**src/hdl/svce_pkg.sv**
```systemverilog
package svce_pkg;

    localparam int MAX_ENTRIES_DEF = 16;
    localparam int KEY_BITS_DEF    = 32;
    localparam int COUNT_BITS_DEF  = 32;

    // Widths of the stream fields
    localparam int MODE_W      = 3;
    localparam int KEY_PORT_W  = 32;
    localparam int CNT_PORT_W  = 32;
    localparam int S_TDATA_W   = 64;
    localparam int S_TUSER_W   = 3;
    localparam int M_TDATA_W   = 72;
    localparam int M_TUSER_W   = 3;

    typedef enum logic [2:0] {
        MODE_INC   = 3'd0,
        MODE_LOAD  = 3'd1,
        MODE_CMP   = 3'd2,
        MODE_MERGE = 3'd3,
        MODE_CLR_O = 3'd4,
        MODE_CLR_L = 3'd5
    } mode_t;

    typedef enum logic [1:0] {
        ST_OK    = 2'd0,
        ST_FULL  = 2'd1,
        ST_ORDER = 2'd2,
        ST_SAT   = 2'd3
    } status_t;

    typedef enum logic [1:0] {
        OCC_AFTER  = 2'd0,
        OCC_BEFORE = 2'd1,
        OCC_CONC   = 2'd2,
        OCC_EQUAL  = 2'd3
    } occ_t;

    typedef enum logic [3:0] {
        S_IDLE,
        S_IFETCH,
        S_ICHK,
        S_SFETCH,
        S_SWRITE,
        S_LFETCH,
        S_LCHK,
        S_CFETCH,
        S_CSTEP,
        S_CRESULT,
        S_MFETCH,
        S_MCOUNT,
        S_EFETCH,
        S_EMIT,
        S_RESULT
    } state_t;

    typedef struct packed {
        logic    capture;
        logic    walk_clr;
        logic    rd_walk;
        logic    rd_shift;
        logic    rd_olast;
        logic    inc_a;
        logic    walk_step;
        logic    tail_flags;
        logic    cnt_write;
        logic    j_load;
        logic    shift_write;
        logic    ins_write;
        logic    load_write;
        logic    set_status;
        status_t status_val;
        logic    save_ntot;
        logic    merge_emit;
        logic    merge_done;
        logic    lsize_clr;
        logic    osize_clr;
        logic    out_result;
        logic    out_occ;
    } cmd_t;

    typedef struct packed {
        logic a_in;
        logic b_in;
        logic lk_lt_in;
        logic lk_eq_in;
        logic lc_max;
        logic lfull;
        logic ofull;
        logic onz;
        logic in_gt_ok;
        logic j_gt_a;
        logic n_gt_max;
        logic n_zero;
        logic n_last;
        logic out_free;
    } sts_t;

endpackage

```
**src/hdl/sparse_vector_clock_engine.sv**
```systemverilog
// Increment walks the local table to the key's place, then bumps the count on a
//   hit or shifts the later entries up and inserts; load checks the last other
//   entry; compare walks both tables; merge counts the merged entries, then emits
//   them, or one word if none or too many. One item at a time: the next item is
//   taken after the last result of the current one enters the output register.
// Reset: sizes, bank select, flags and output valid clear; tables get no clearing pass.
module sparse_vector_clock_engine #(
    parameter int MAX_ENTRIES = svce_pkg::MAX_ENTRIES_DEF,
    parameter int KEY_BITS    = svce_pkg::KEY_BITS_DEF,
    parameter int COUNT_BITS  = svce_pkg::COUNT_BITS_DEF
) (
    input  logic                             clk,
    input  logic                             rst_n,
    input  logic                             s_axis_tvalid,
    output logic                             s_axis_tready,
    // key [31:0], count [63:32]
    input  logic [svce_pkg::S_TDATA_W-1:0]   s_axis_tdata,
    // mode [2:0]
    input  logic [svce_pkg::S_TUSER_W-1:0]   s_axis_tuser,
    output logic                             m_axis_tvalid,
    input  logic                             m_axis_tready,
    // occurrence [1:0], entry_key [33:2], entry_count [65:34], zeros [71:66]
    output logic [svce_pkg::M_TDATA_W-1:0]   m_axis_tdata,
    // entry_valid [0], status [2:1]
    output logic [svce_pkg::M_TUSER_W-1:0]   m_axis_tuser,
    output logic                             m_axis_tlast
);
    import svce_pkg::*;

    cmd_t                  cmd;
    sts_t                  sts;
    logic [1:0]            occurrence;
    logic [KEY_PORT_W-1:0] entry_key;
    logic [CNT_PORT_W-1:0] entry_count;
    logic                  entry_valid;
    logic [1:0]            status;

    // Sequencer: walks the tables, each step a read state followed by an act state
    svce_ctrl u_ctrl (
        .clk      (clk),
        .rst_n    (rst_n),
        .in_valid (s_axis_tvalid),
        .in_ready (s_axis_tready),
        .mode     (s_axis_tuser),
        .sts      (sts),
        .cmd      (cmd)
    );

    // Tables, walk indexes, flags and the result register
    svce_datapath #(
        .MAX_ENTRIES (MAX_ENTRIES),
        .KEY_BITS    (KEY_BITS),
        .COUNT_BITS  (COUNT_BITS)
    ) u_datapath (
        .clk         (clk),
        .rst_n       (rst_n),
        .cmd         (cmd),
        .sts         (sts),
        .key_in      (s_axis_tdata[KEY_PORT_W-1:0]),
        .count_in    (s_axis_tdata[KEY_PORT_W +: CNT_PORT_W]),
        .out_ready   (m_axis_tready),
        .out_valid   (m_axis_tvalid),
        .occurrence  (occurrence),
        .entry_key   (entry_key),
        .entry_count (entry_count),
        .entry_valid (entry_valid),
        .last        (m_axis_tlast),
        .status      (status)
    );

    // Pack the result word, zero fill to whole bytes
    assign m_axis_tdata = {
        (M_TDATA_W - 2 - KEY_PORT_W - CNT_PORT_W)'(0),
        entry_count, entry_key, occurrence};
    assign m_axis_tuser = {status, entry_valid};

endmodule

```
**src/hdl/svce_ctrl.sv**
```systemverilog
module svce_ctrl (
    input  logic                           clk,
    input  logic                           rst_n,
    input  logic                           in_valid,
    output logic                           in_ready,
    input  logic [svce_pkg::MODE_W-1:0]    mode,
    input  svce_pkg::sts_t                 sts,
    output svce_pkg::cmd_t                 cmd
);
    import svce_pkg::*;

    state_t state_reg;
    state_t state_next;

    always_ff @(posedge clk or negedge rst_n)
    begin
        if (!rst_n)
        begin
            state_reg <= S_IDLE;
        end
        else
        begin
            state_reg <= state_next;
        end
    end

    always_comb
    begin
        cmd        = '0;
        state_next = state_reg;
        in_ready   = (state_reg == S_IDLE);
        case (state_reg)
            S_IDLE:
            begin
                if (in_valid)
                begin
                    cmd.capture = 1'b1;
                    case (mode_t'(mode))
                        MODE_INC:
                        begin
                            cmd.walk_clr = 1'b1;
                            state_next   = S_IFETCH;
                        end
                        MODE_LOAD:
                        begin
                            state_next = S_LFETCH;
                        end
                        MODE_CMP:
                        begin
                            cmd.walk_clr = 1'b1;
                            state_next   = S_CFETCH;
                        end
                        MODE_MERGE:
                        begin
                            cmd.walk_clr = 1'b1;
                            state_next   = S_MFETCH;
                        end
                        MODE_CLR_O:
                        begin
                            cmd.osize_clr = 1'b1;
                            state_next    = S_RESULT;
                        end
                        MODE_CLR_L:
                        begin
                            cmd.lsize_clr = 1'b1;
                            state_next    = S_RESULT;
                        end
                        default:
                        begin
                            state_next = S_RESULT;
                        end
                    endcase
                end
            end
            S_IFETCH:
            begin
                cmd.rd_walk = 1'b1;
                state_next  = S_ICHK;
            end
            S_ICHK:
            begin
                if (sts.a_in && sts.lk_lt_in)
                begin
                    cmd.inc_a  = 1'b1;
                    state_next = S_IFETCH;
                end
                else if (sts.a_in && sts.lk_eq_in)
                begin
                    if (sts.lc_max)
                    begin
                        cmd.set_status = 1'b1;
                        cmd.status_val = ST_SAT;
                    end
                    else
                    begin
                        cmd.cnt_write = 1'b1;
                    end
                    state_next = S_RESULT;
                end
                else if (sts.lfull)
                begin
                    cmd.set_status = 1'b1;
                    cmd.status_val = ST_FULL;
                    state_next     = S_RESULT;
                end
                else
                begin
                    cmd.j_load = 1'b1;
                    state_next = S_SFETCH;
                end
            end
            S_SFETCH:
            begin
                if (sts.j_gt_a)
                begin
                    cmd.rd_shift = 1'b1;
                    state_next   = S_SWRITE;
                end
                else
                begin
                    cmd.ins_write = 1'b1;
                    state_next    = S_RESULT;
                end
            end
            S_SWRITE:
            begin
                cmd.shift_write = 1'b1;
                state_next      = S_SFETCH;
            end
            S_LFETCH:
            begin
                cmd.rd_olast = 1'b1;
                state_next   = S_LCHK;
            end
            S_LCHK:
            begin
                if (sts.ofull)
                begin
                    cmd.set_status = 1'b1;
                    cmd.status_val = ST_FULL;
                end
                else if (sts.onz && !sts.in_gt_ok)
                begin
                    cmd.set_status = 1'b1;
                    cmd.status_val = ST_ORDER;
                end
                else
                begin
                    cmd.load_write = 1'b1;
                end
                state_next = S_RESULT;
            end
            S_CFETCH:
            begin
                cmd.rd_walk = 1'b1;
                state_next  = S_CSTEP;
            end
            S_CSTEP:
            begin
                if (sts.a_in && sts.b_in)
                begin
                    cmd.walk_step = 1'b1;
                    state_next    = S_CFETCH;
                end
                else
                begin
                    cmd.tail_flags = 1'b1;
                    state_next     = S_CRESULT;
                end
            end
            S_CRESULT:
            begin
                // Flags are settled here: hand the order out with the word
                if (sts.out_free)
                begin
                    cmd.out_result = 1'b1;
                    cmd.out_occ    = 1'b1;
                    state_next     = S_IDLE;
                end
            end
            S_MFETCH:
            begin
                cmd.rd_walk = 1'b1;
                state_next  = S_MCOUNT;
            end
            S_MCOUNT:
            begin
                if (sts.a_in || sts.b_in)
                begin
                    cmd.walk_step = 1'b1;
                    state_next    = S_MFETCH;
                end
                else if (sts.n_gt_max)
                begin
                    cmd.set_status = 1'b1;
                    cmd.status_val = ST_FULL;
                    state_next     = S_RESULT;
                end
                else if (sts.n_zero)
                begin
                    cmd.lsize_clr = 1'b1;
                    state_next    = S_RESULT;
                end
                else
                begin
                    cmd.save_ntot = 1'b1;
                    cmd.walk_clr  = 1'b1;
                    state_next    = S_EFETCH;
                end
            end
            S_EFETCH:
            begin
                cmd.rd_walk = 1'b1;
                state_next  = S_EMIT;
            end
            S_EMIT:
            begin
                if (sts.out_free)
                begin
                    cmd.merge_emit = 1'b1;
                    cmd.walk_step  = 1'b1;
                    if (sts.n_last)
                    begin
                        cmd.merge_done = 1'b1;
                        state_next     = S_IDLE;
                    end
                    else
                    begin
                        state_next = S_EFETCH;
                    end
                end
            end
            S_RESULT:
            begin
                if (sts.out_free)
                begin
                    cmd.out_result = 1'b1;
                    state_next     = S_IDLE;
                end
            end
            default:
            begin
                state_next = S_IDLE;
            end
        endcase
    end

endmodule

```
**src/hdl/svce_datapath.sv**
```systemverilog
module svce_datapath #(
    parameter int MAX_ENTRIES = svce_pkg::MAX_ENTRIES_DEF,
    parameter int KEY_BITS    = svce_pkg::KEY_BITS_DEF,
    parameter int COUNT_BITS  = svce_pkg::COUNT_BITS_DEF
) (
    input  logic                              clk,
    input  logic                              rst_n,
    input  svce_pkg::cmd_t                    cmd,
    output svce_pkg::sts_t                    sts,
    input  logic [svce_pkg::KEY_PORT_W-1:0]   key_in,
    input  logic [svce_pkg::CNT_PORT_W-1:0]   count_in,
    input  logic                              out_ready,
    output logic                              out_valid,
    output logic [1:0]                        occurrence,
    output logic [svce_pkg::KEY_PORT_W-1:0]   entry_key,
    output logic [svce_pkg::CNT_PORT_W-1:0]   entry_count,
    output logic                              entry_valid,
    output logic                              last,
    output logic [1:0]                        status
);
    import svce_pkg::*;

    localparam int IW = (MAX_ENTRIES > 1) ? $clog2(MAX_ENTRIES) : 1;
    localparam int SW = $clog2(MAX_ENTRIES + 1);
    localparam int NW = $clog2(2 * MAX_ENTRIES + 1);
    localparam int EW = KEY_BITS + COUNT_BITS;

    // Two local banks: merge builds into the idle bank, then flips
    logic [EW-1:0] lmem [2][MAX_ENTRIES];
    logic [EW-1:0] omem [MAX_ENTRIES];

    logic [EW-1:0]         lrd_reg;
    logic [EW-1:0]         ord_reg;
    logic [KEY_BITS-1:0]   key_reg;
    logic [COUNT_BITS-1:0] cnt_reg;

    logic [SW-1:0] lsize_reg, lsize_next;
    logic [SW-1:0] osize_reg, osize_next;
    logic [SW-1:0] a_reg, a_next;
    logic [SW-1:0] b_reg, b_next;
    logic [SW-1:0] j_reg, j_next;
    logic [NW-1:0] n_reg, n_next;
    logic [NW-1:0] ntot_reg, ntot_next;
    logic          bank_reg, bank_next;
    logic          lbig_reg, lbig_next;
    logic          obig_reg, obig_next;
    status_t       status_reg, status_next;
    logic          out_valid_reg, out_valid_next;

    logic [1:0]            occ_reg;
    logic [KEY_PORT_W-1:0] okey_reg;
    logic [CNT_PORT_W-1:0] ocnt_reg;
    logic                  oev_reg;
    logic                  olast_reg;
    logic [1:0]            ost_reg;

    logic [KEY_BITS-1:0]   lk, ok, mkey;
    logic [COUNT_BITS-1:0] lc, oc, mcnt;
    logic                  a_in, b_in, lk_lt_ok, lk_eq_ok, take_a, take_b;
    logic [SW-1:0]         jm1, om1;
    logic                  l_we, l_wbank;
    logic [IW-1:0]         l_widx, l_ridx, o_ridx;
    logic [EW-1:0]         l_wdata;
    occ_t                  occ_calc;
    logic                  out_load;

    assign lk = lrd_reg[KEY_BITS-1:0];
    assign lc = lrd_reg[EW-1:KEY_BITS];
    assign ok = ord_reg[KEY_BITS-1:0];
    assign oc = ord_reg[EW-1:KEY_BITS];

    assign a_in     = (a_reg < lsize_reg);
    assign b_in     = (b_reg < osize_reg);
    assign lk_lt_ok = (lk < ok);
    assign lk_eq_ok = (lk == ok);
    assign take_a   = a_in && (!b_in || lk_lt_ok || lk_eq_ok);
    assign take_b   = b_in && (!a_in || !lk_lt_ok);
    assign jm1      = j_reg - 1'b1;
    assign om1      = osize_reg - 1'b1;

    assign mkey = take_a ? lk : ok;
    always_comb
    begin
        if (take_a && take_b)
        begin
            mcnt = (lc > oc) ? lc : oc;
        end
        else if (take_a)
        begin
            mcnt = lc;
        end
        else
        begin
            mcnt = oc;
        end
    end

    always_comb
    begin
        if (!lbig_reg && !obig_reg)
        begin
            occ_calc = OCC_EQUAL;
        end
        else if (!lbig_reg)
        begin
            occ_calc = OCC_BEFORE;
        end
        else if (!obig_reg)
        begin
            occ_calc = OCC_AFTER;
        end
        else
        begin
            occ_calc = OCC_CONC;
        end
    end

    assign sts.a_in     = a_in;
    assign sts.b_in     = b_in;
    assign sts.lk_lt_in = (lk < key_reg);
    assign sts.lk_eq_in = (lk == key_reg);
    assign sts.lc_max   = (lc == {COUNT_BITS{1'b1}});
    assign sts.lfull    = (lsize_reg == SW'(MAX_ENTRIES));
    assign sts.ofull    = (osize_reg == SW'(MAX_ENTRIES));
    assign sts.onz      = (osize_reg != '0);
    assign sts.in_gt_ok = (key_reg > ok);
    assign sts.j_gt_a   = (j_reg > a_reg);
    assign sts.n_gt_max = (n_reg > NW'(MAX_ENTRIES));
    assign sts.n_zero   = (n_reg == '0);
    assign sts.n_last   = (NW'(n_reg + 1'b1) == ntot_reg);
    assign sts.out_free = !out_valid_reg || out_ready;

    // Local bank write port
    always_comb
    begin
        l_we    = 1'b0;
        l_wbank = bank_reg;
        l_widx  = a_reg[IW-1:0];
        l_wdata = lrd_reg;
        if (cmd.cnt_write)
        begin
            l_we    = 1'b1;
            l_wdata = {COUNT_BITS'(lc + 1'b1), lk};
        end
        else if (cmd.ins_write)
        begin
            l_we    = 1'b1;
            l_wdata = {COUNT_BITS'(1), key_reg};
        end
        else if (cmd.shift_write)
        begin
            l_we   = 1'b1;
            l_widx = j_reg[IW-1:0];
        end
        else if (cmd.merge_emit)
        begin
            l_we    = 1'b1;
            l_wbank = !bank_reg;
            l_widx  = n_reg[IW-1:0];
            l_wdata = {mcnt, mkey};
        end
    end

    assign l_ridx = cmd.rd_shift ? jm1[IW-1:0] : a_reg[IW-1:0];
    assign o_ridx = cmd.rd_olast ? om1[IW-1:0] : b_reg[IW-1:0];

    always_ff @(posedge clk)
    begin
        if (l_we)
        begin
            lmem[l_wbank][l_widx] <= l_wdata;
        end
        if (cmd.rd_walk || cmd.rd_shift)
        begin
            lrd_reg <= lmem[bank_reg][l_ridx];
        end
        if (cmd.load_write)
        begin
            omem[osize_reg[IW-1:0]] <= {cnt_reg, key_reg};
        end
        if (cmd.rd_walk || cmd.rd_olast)
        begin
            ord_reg <= omem[o_ridx];
        end
    end

    // Control state
    always_comb
    begin
        lsize_next  = lsize_reg;
        osize_next  = osize_reg;
        a_next      = a_reg;
        b_next      = b_reg;
        j_next      = j_reg;
        n_next      = n_reg;
        ntot_next   = ntot_reg;
        bank_next   = bank_reg;
        lbig_next   = lbig_reg;
        obig_next   = obig_reg;
        status_next = status_reg;

        if (cmd.capture)
        begin
            status_next = ST_OK;
        end
        if (cmd.set_status)
        begin
            status_next = cmd.status_val;
        end
        if (cmd.save_ntot)
        begin
            ntot_next = n_reg;
        end
        if (cmd.walk_clr)
        begin
            a_next    = '0;
            b_next    = '0;
            n_next    = '0;
            lbig_next = 1'b0;
            obig_next = 1'b0;
        end
        if (cmd.inc_a)
        begin
            a_next = a_reg + 1'b1;
        end
        if (cmd.walk_step)
        begin
            if (take_a)
            begin
                a_next = a_reg + 1'b1;
            end
            if (take_b)
            begin
                b_next = b_reg + 1'b1;
            end
            n_next = n_reg + 1'b1;
            if (a_in && b_in)
            begin
                if (lk_eq_ok)
                begin
                    if (lc > oc)
                    begin
                        lbig_next = 1'b1;
                    end
                    else if (lc < oc)
                    begin
                        obig_next = 1'b1;
                    end
                end
                else if (lk_lt_ok)
                begin
                    lbig_next = 1'b1;
                end
                else
                begin
                    obig_next = 1'b1;
                end
            end
        end
        if (cmd.tail_flags)
        begin
            if (a_in)
            begin
                lbig_next = 1'b1;
            end
            else if (b_in)
            begin
                obig_next = 1'b1;
            end
        end
        if (cmd.j_load)
        begin
            j_next = lsize_reg;
        end
        if (cmd.shift_write)
        begin
            j_next = jm1;
        end
        if (cmd.ins_write)
        begin
            lsize_next = lsize_reg + 1'b1;
        end
        if (cmd.load_write)
        begin
            osize_next = osize_reg + 1'b1;
        end
        if (cmd.merge_done)
        begin
            bank_next  = !bank_reg;
            lsize_next = SW'(ntot_reg);
        end
        if (cmd.lsize_clr)
        begin
            lsize_next = '0;
        end
        if (cmd.osize_clr)
        begin
            osize_next = '0;
        end
    end

    assign out_load = cmd.out_result || cmd.merge_emit;

    always_comb
    begin
        if (out_load)
        begin
            out_valid_next = 1'b1;
        end
        else if (out_ready)
        begin
            out_valid_next = 1'b0;
        end
        else
        begin
            out_valid_next = out_valid_reg;
        end
    end

    always_ff @(posedge clk or negedge rst_n)
    begin
        if (!rst_n)
        begin
            lsize_reg     <= '0;
            osize_reg     <= '0;
            a_reg         <= '0;
            b_reg         <= '0;
            j_reg         <= '0;
            n_reg         <= '0;
            ntot_reg      <= '0;
            bank_reg      <= 1'b0;
            lbig_reg      <= 1'b0;
            obig_reg      <= 1'b0;
            status_reg    <= ST_OK;
            out_valid_reg <= 1'b0;
        end
        else
        begin
            lsize_reg     <= lsize_next;
            osize_reg     <= osize_next;
            a_reg         <= a_next;
            b_reg         <= b_next;
            j_reg         <= j_next;
            n_reg         <= n_next;
            ntot_reg      <= ntot_next;
            bank_reg      <= bank_next;
            lbig_reg      <= lbig_next;
            obig_reg      <= obig_next;
            status_reg    <= status_next;
            out_valid_reg <= out_valid_next;
        end
    end

    // Input word and result word
    always_ff @(posedge clk)
    begin
        if (cmd.capture)
        begin
            key_reg <= KEY_BITS'(key_in);
            cnt_reg <= COUNT_BITS'(count_in);
        end
        if (cmd.merge_emit)
        begin
            occ_reg   <= OCC_AFTER;
            okey_reg  <= KEY_PORT_W'(mkey);
            ocnt_reg  <= CNT_PORT_W'(mcnt);
            oev_reg   <= 1'b1;
            olast_reg <= sts.n_last;
            ost_reg   <= ST_OK;
        end
        else if (cmd.out_result)
        begin
            occ_reg   <= cmd.out_occ ? occ_calc : OCC_AFTER;
            okey_reg  <= '0;
            ocnt_reg  <= '0;
            oev_reg   <= 1'b0;
            olast_reg <= 1'b1;
            ost_reg   <= status_reg;
        end
    end

    assign out_valid   = out_valid_reg;
    assign occurrence  = occ_reg;
    assign entry_key   = okey_reg;
    assign entry_count = ocnt_reg;
    assign entry_valid = oev_reg;
    assign last        = olast_reg;
    assign status      = ost_reg;

    a_lsize_bound: assert property (@(posedge clk) disable iff (!rst_n)
        lsize_reg <= SW'(MAX_ENTRIES))
        else $error("local size beyond table depth");

    a_osize_bound: assert property (@(posedge clk) disable iff (!rst_n)
        osize_reg <= SW'(MAX_ENTRIES))
        else $error("other size beyond table depth");

    a_insert_room: assert property (@(posedge clk) disable iff (!rst_n)
        cmd.ins_write |-> (lsize_reg < SW'(MAX_ENTRIES)))
        else $error("insert into full local table");

    a_emit_room: assert property (@(posedge clk) disable iff (!rst_n)
        cmd.merge_emit |-> (n_reg < NW'(MAX_ENTRIES)) && (ntot_reg <= NW'(MAX_ENTRIES)))
        else $error("merge emit beyond table depth");

    a_no_overwrite: assert property (@(posedge clk) disable iff (!rst_n)
        out_valid_reg && !out_ready |-> !out_load)
        else $error("result word overwritten while stalled");

endmodule

```
**config.mk**
```make
export PLATFORM = sky130hd
export DESIGN_NAME = sparse_vector_clock_engine
export DESIGN_NICKNAME = d
export VERILOG_FILES = /design/src/hdl/svce_pkg.sv /design/src/hdl/sparse_vector_clock_engine.sv /design/src/hdl/svce_ctrl.sv /design/src/hdl/svce_datapath.sv
export SDC_FILE = /design/constraint.sdc
export NUM_CORES = 2
export LEC_CHECK = 0
export BUFFER_PORTS_ARGS = -buffer_cell sky130_fd_sc_hd__buf_4
export CAP_MARGIN = 15
export CORE_AREA = 2 2 588 590
export DETAILED_ROUTE_END_ITERATION = 10
export DIE_AREA = 0 0 590 592
export GPL_TIMING_DRIVEN = 0
export MAX_ROUTING_LAYER = met4
export PLACE_DENSITY = 0.62
export SLEW_MARGIN = 10
export SYNTH_ARGS = -nofsm -noshare
export SYNTH_HDL_FRONTEND = slang
export SYNTH_SLANG_ARGS = --single-unit
```
**constraint.sdc**
```tcl
create_clock -name clk -period 23 [get_ports clk]
set_clock_uncertainty 0.2 [all_clocks]
set_input_delay 1.15 -clock clk [delete_from_list [all_inputs] [get_ports clk]]
set_output_delay 1.15 -clock clk [all_outputs]
set_load 0.01 [all_outputs]
```
==> qor.yml <==
final_common_cell: "edfxtp_1"
synth_warnings: 0
nets: 10546
sequentialPowerShare_pct: 39.6
synth_ff_type: "edfxtp_1"
dpl-instance-area_sq_um: 147000
htreeDepth: 5
critPathKind: "register to register"
viasPerCell: 5.80
final_hold_viol_count: 0
synth_xor_area_share_pct: 0.160
cts.sinks: 3381
synthMuxAreaShare_pct: 2.73
area_delta_synth_final_pct: 16.3
wire_per_inst_microns: 28.6
r2r_end: "u_datapath.lmem[1][973]"
drtPass1Iterations: 6
worstPathMaxFanout: 20
dp.cells: 14514
antenna_left: 0
drt_wl_total_microns: 435000
ys_async_sr_fraction_pct: 1.39
core-area_sq_um: 342000
numCtsBuffers: 351
endpoint_kind: "register"
track_usage_pct: 24.9
largest_reg_flops: 2048
switching_share_pct: 38.6
grt_max_degree: 50
fin_util_pct: 46.4
synth_edf_count: 3329
io_buffers: 142
use_met3_pct: 4.19
post-cts-setup-buffer-count: 0
setup_slack_ns: 16.83
regMostFlops: "u_datapath.lmem"
synth_area_sq_um: 137000
die-area_sq_um: 349000
grt_pass1_wl_microns: 608000
start_util_pct: 39.9
clockPowerShare_pct: 26.3
p_comb_share_pct: 34.1
vias: 88064
setup-tns-final_ns: 0
final_cells: 15177
hp-class: "input port to asynchronous set/reset pin"
antenna_found_initial: 46
cts.path.max_buffers: 4
relSlewSlack_pct: 17.1
maxCapViolCount: 0
drc: 0
cts_resized: 0
syn_inst: 9653
drive_above_1_share_pct: 11.6
reg2regPathDepth: 13
max_freq_mhz: 162
tightest_slew_ns: 1.24
crit_path_top_delay_cell: "edfxtp_1"
drt_iter0_markers: 11723
switching_power_w: 0.00822
report.final.slew_viol_count: 0
path_clk_slew_ns: 0.06
ys_ff_latch: 3381
root_buffer: "clkbuf_16"
dp_hpwl_microns: 307000
synthDistinctLibCells: 85
ios: 149
setup-violations-final: 0
place_congestion: 0.896
ys_seq_area_share_pct: 74.1
required_ns: 23.44
synth_top_family_by_area: "simple AND/OR/NAND/NOR gates"
grt.overflow.total: 0
core.rowCount: 215
cts_tree: "done"
final_cell_area_sq_um: 159000
status: "complete, no violations"
use_met1_pct: 30.8
cp-start-kind: "register"
power_leakage_nw: 52.8
rsz0062_at_grt: "no"
final_cell_mix: "edfxtp_1 (3,329), nand2_1 (2,207), nand3_1 (543), clkbuf_1 (362)"
period_minus_slack_ns: 6.17
intPower_w: 0.0131
cpMostUsedCell: "buf_12"
r2r-start: "u_datapath.key_reg[25]"
clock_latency_ns: 0.97
crit_chain: "inv_1, ha_1, and4_1, nand3_1, nor4_1, a211o_1, nand3_4, buf_12, a311o_1, nor2_4, buf_12, buf_12, buf_16"
syn_area_per_cell_sq_um: 14.1
top_usage_layer: "met2"
place_ws_ns: 16.67
peakVddDrop_uv: 70.9
cts_hold_buf: 0
use_met2_pct: 40.8
die_w_microns: 590
synthAdderAreaFrac_pct: 1.41
synth-compound-area-share_pct: 7.03
ff2ff_setup_slack_ns: 16.83
timing.final.crit_share_pct: 26.8
worstPathArrival_ns: 6.62
p_per_area_nw_per_um2: 134
cp_slowest_stage_delay_ns: 1.02
yosys.area_share.simple_pct: 12.1
die_h_microns: 592
grt_pass1_vias: 84980
critical path, delay by kind of cell (launching register included):
kind,cells,cell delay (ns)
and+or+nand+nor,5,2.06
AOI/OAI and AO/OA,2,1.14
buffers and inverters,5,1.08
DFF,1,1.02
adders and majority gates,1,0.35
logic make-up after synthesis:
group,Yosys count
and+or+nand+nor,3676
adders and majority gates,154
AOI/OAI and AO/OA,1298
buffers and inverters,748
other,1
DFF,3381
muxes,370
xor gates and xnor gates,25
through the flow:
step / power (W) / hold slack [ns]
floorplan: 0.0121 / 0.223
global placement: 0.0153 / 0.245
detailed placement: 0.0156 / 0.246
CTS: 0.0211 / 0.0543
global route: 0.0220 / 0.105
finish: 0.0213 / 0.0783
power by group through the flow:
stage          logic (W)  registers, W  clock network (W)
4_1_cts          0.00705       0.00845            0.00564
5_1_grt          0.00764       0.00848            0.00588
6_report         0.00728       0.00845            0.00561
3_5_place_dp     0.00702       0.00857                  0
2_1_floorplan    0.00373       0.00842                  0
3_3_place_gp     0.00668       0.00866                  0
metal layers:
metal / wire length [microns] / up-vias
met4: 20000 / 0
met3: 38900 / 910
met1: 166000 / 44307
met5: 0 / -
li1: - / 38119
met2: 210000 / 4728
worst max-delay path by stage:
stage | start | end | slack [ns] | cells past startpoint
2_1_floorplan | u_datapath.key_reg[1] | u_datapath.osize_reg[4] | 13.23 | 9
3_3_place_gp | u_datapath.key_reg[29] | u_datapath.osize_reg[4] | 6.09 | 9
3_5_place_dp | u_datapath.key_reg[16] | u_datapath.lmem[1][974] | 16.67 | 13
4_1_cts | u_datapath.key_reg[16] | u_datapath.lmem[1][975] | 16.70 | 13
5_1_grt | u_datapath.key_reg[25] | u_datapath.lmem[1][975] | 16.51 | 13
6_report | u_datapath.key_reg[25] | u_datapath.lmem[1][973] | 16.83 | 13
layout make-up:
type | count | area [sq um]
inverter | 129 | 489
timing repair buffer | 310 | 4630
sequential | 3381 | 101000
antenna | 23 | 57.6
tap | 4557 | 5700
clock inverter | 209 | 2010
buffer | 619 | 2870
fill | 29225 | 184000
multi-input combinational | 5529 | 32600
clock buffer | 420 | 9210
synthesized netlist by cell type (133+ instances only):
cell type | number | share of area (%)
a32oi_1 | 257 | 1.6
nand3_1 | 543 | 2.0
ha_1 | 154 | 1.4
and2_1 | 256 | 1.2
clkbuf_1 | 309 | 0.85
buf_2 | 233 | 0.85
a211oi_1 | 329 | 1.8
a311oi_1 | 140 | 0.90
nor2_1 | 150 | 0.41
a21oi_1 | 230 | 0.84
a31oi_1 | 133 | 0.61
mux2i_1 | 357 | 2.6
nand4_1 | 360 | 1.6
edfxtp_1 | 3329 | 73
nand2_1 | 2207 | 6.1
Note: power is estimated with default switching activity, not from simulation.
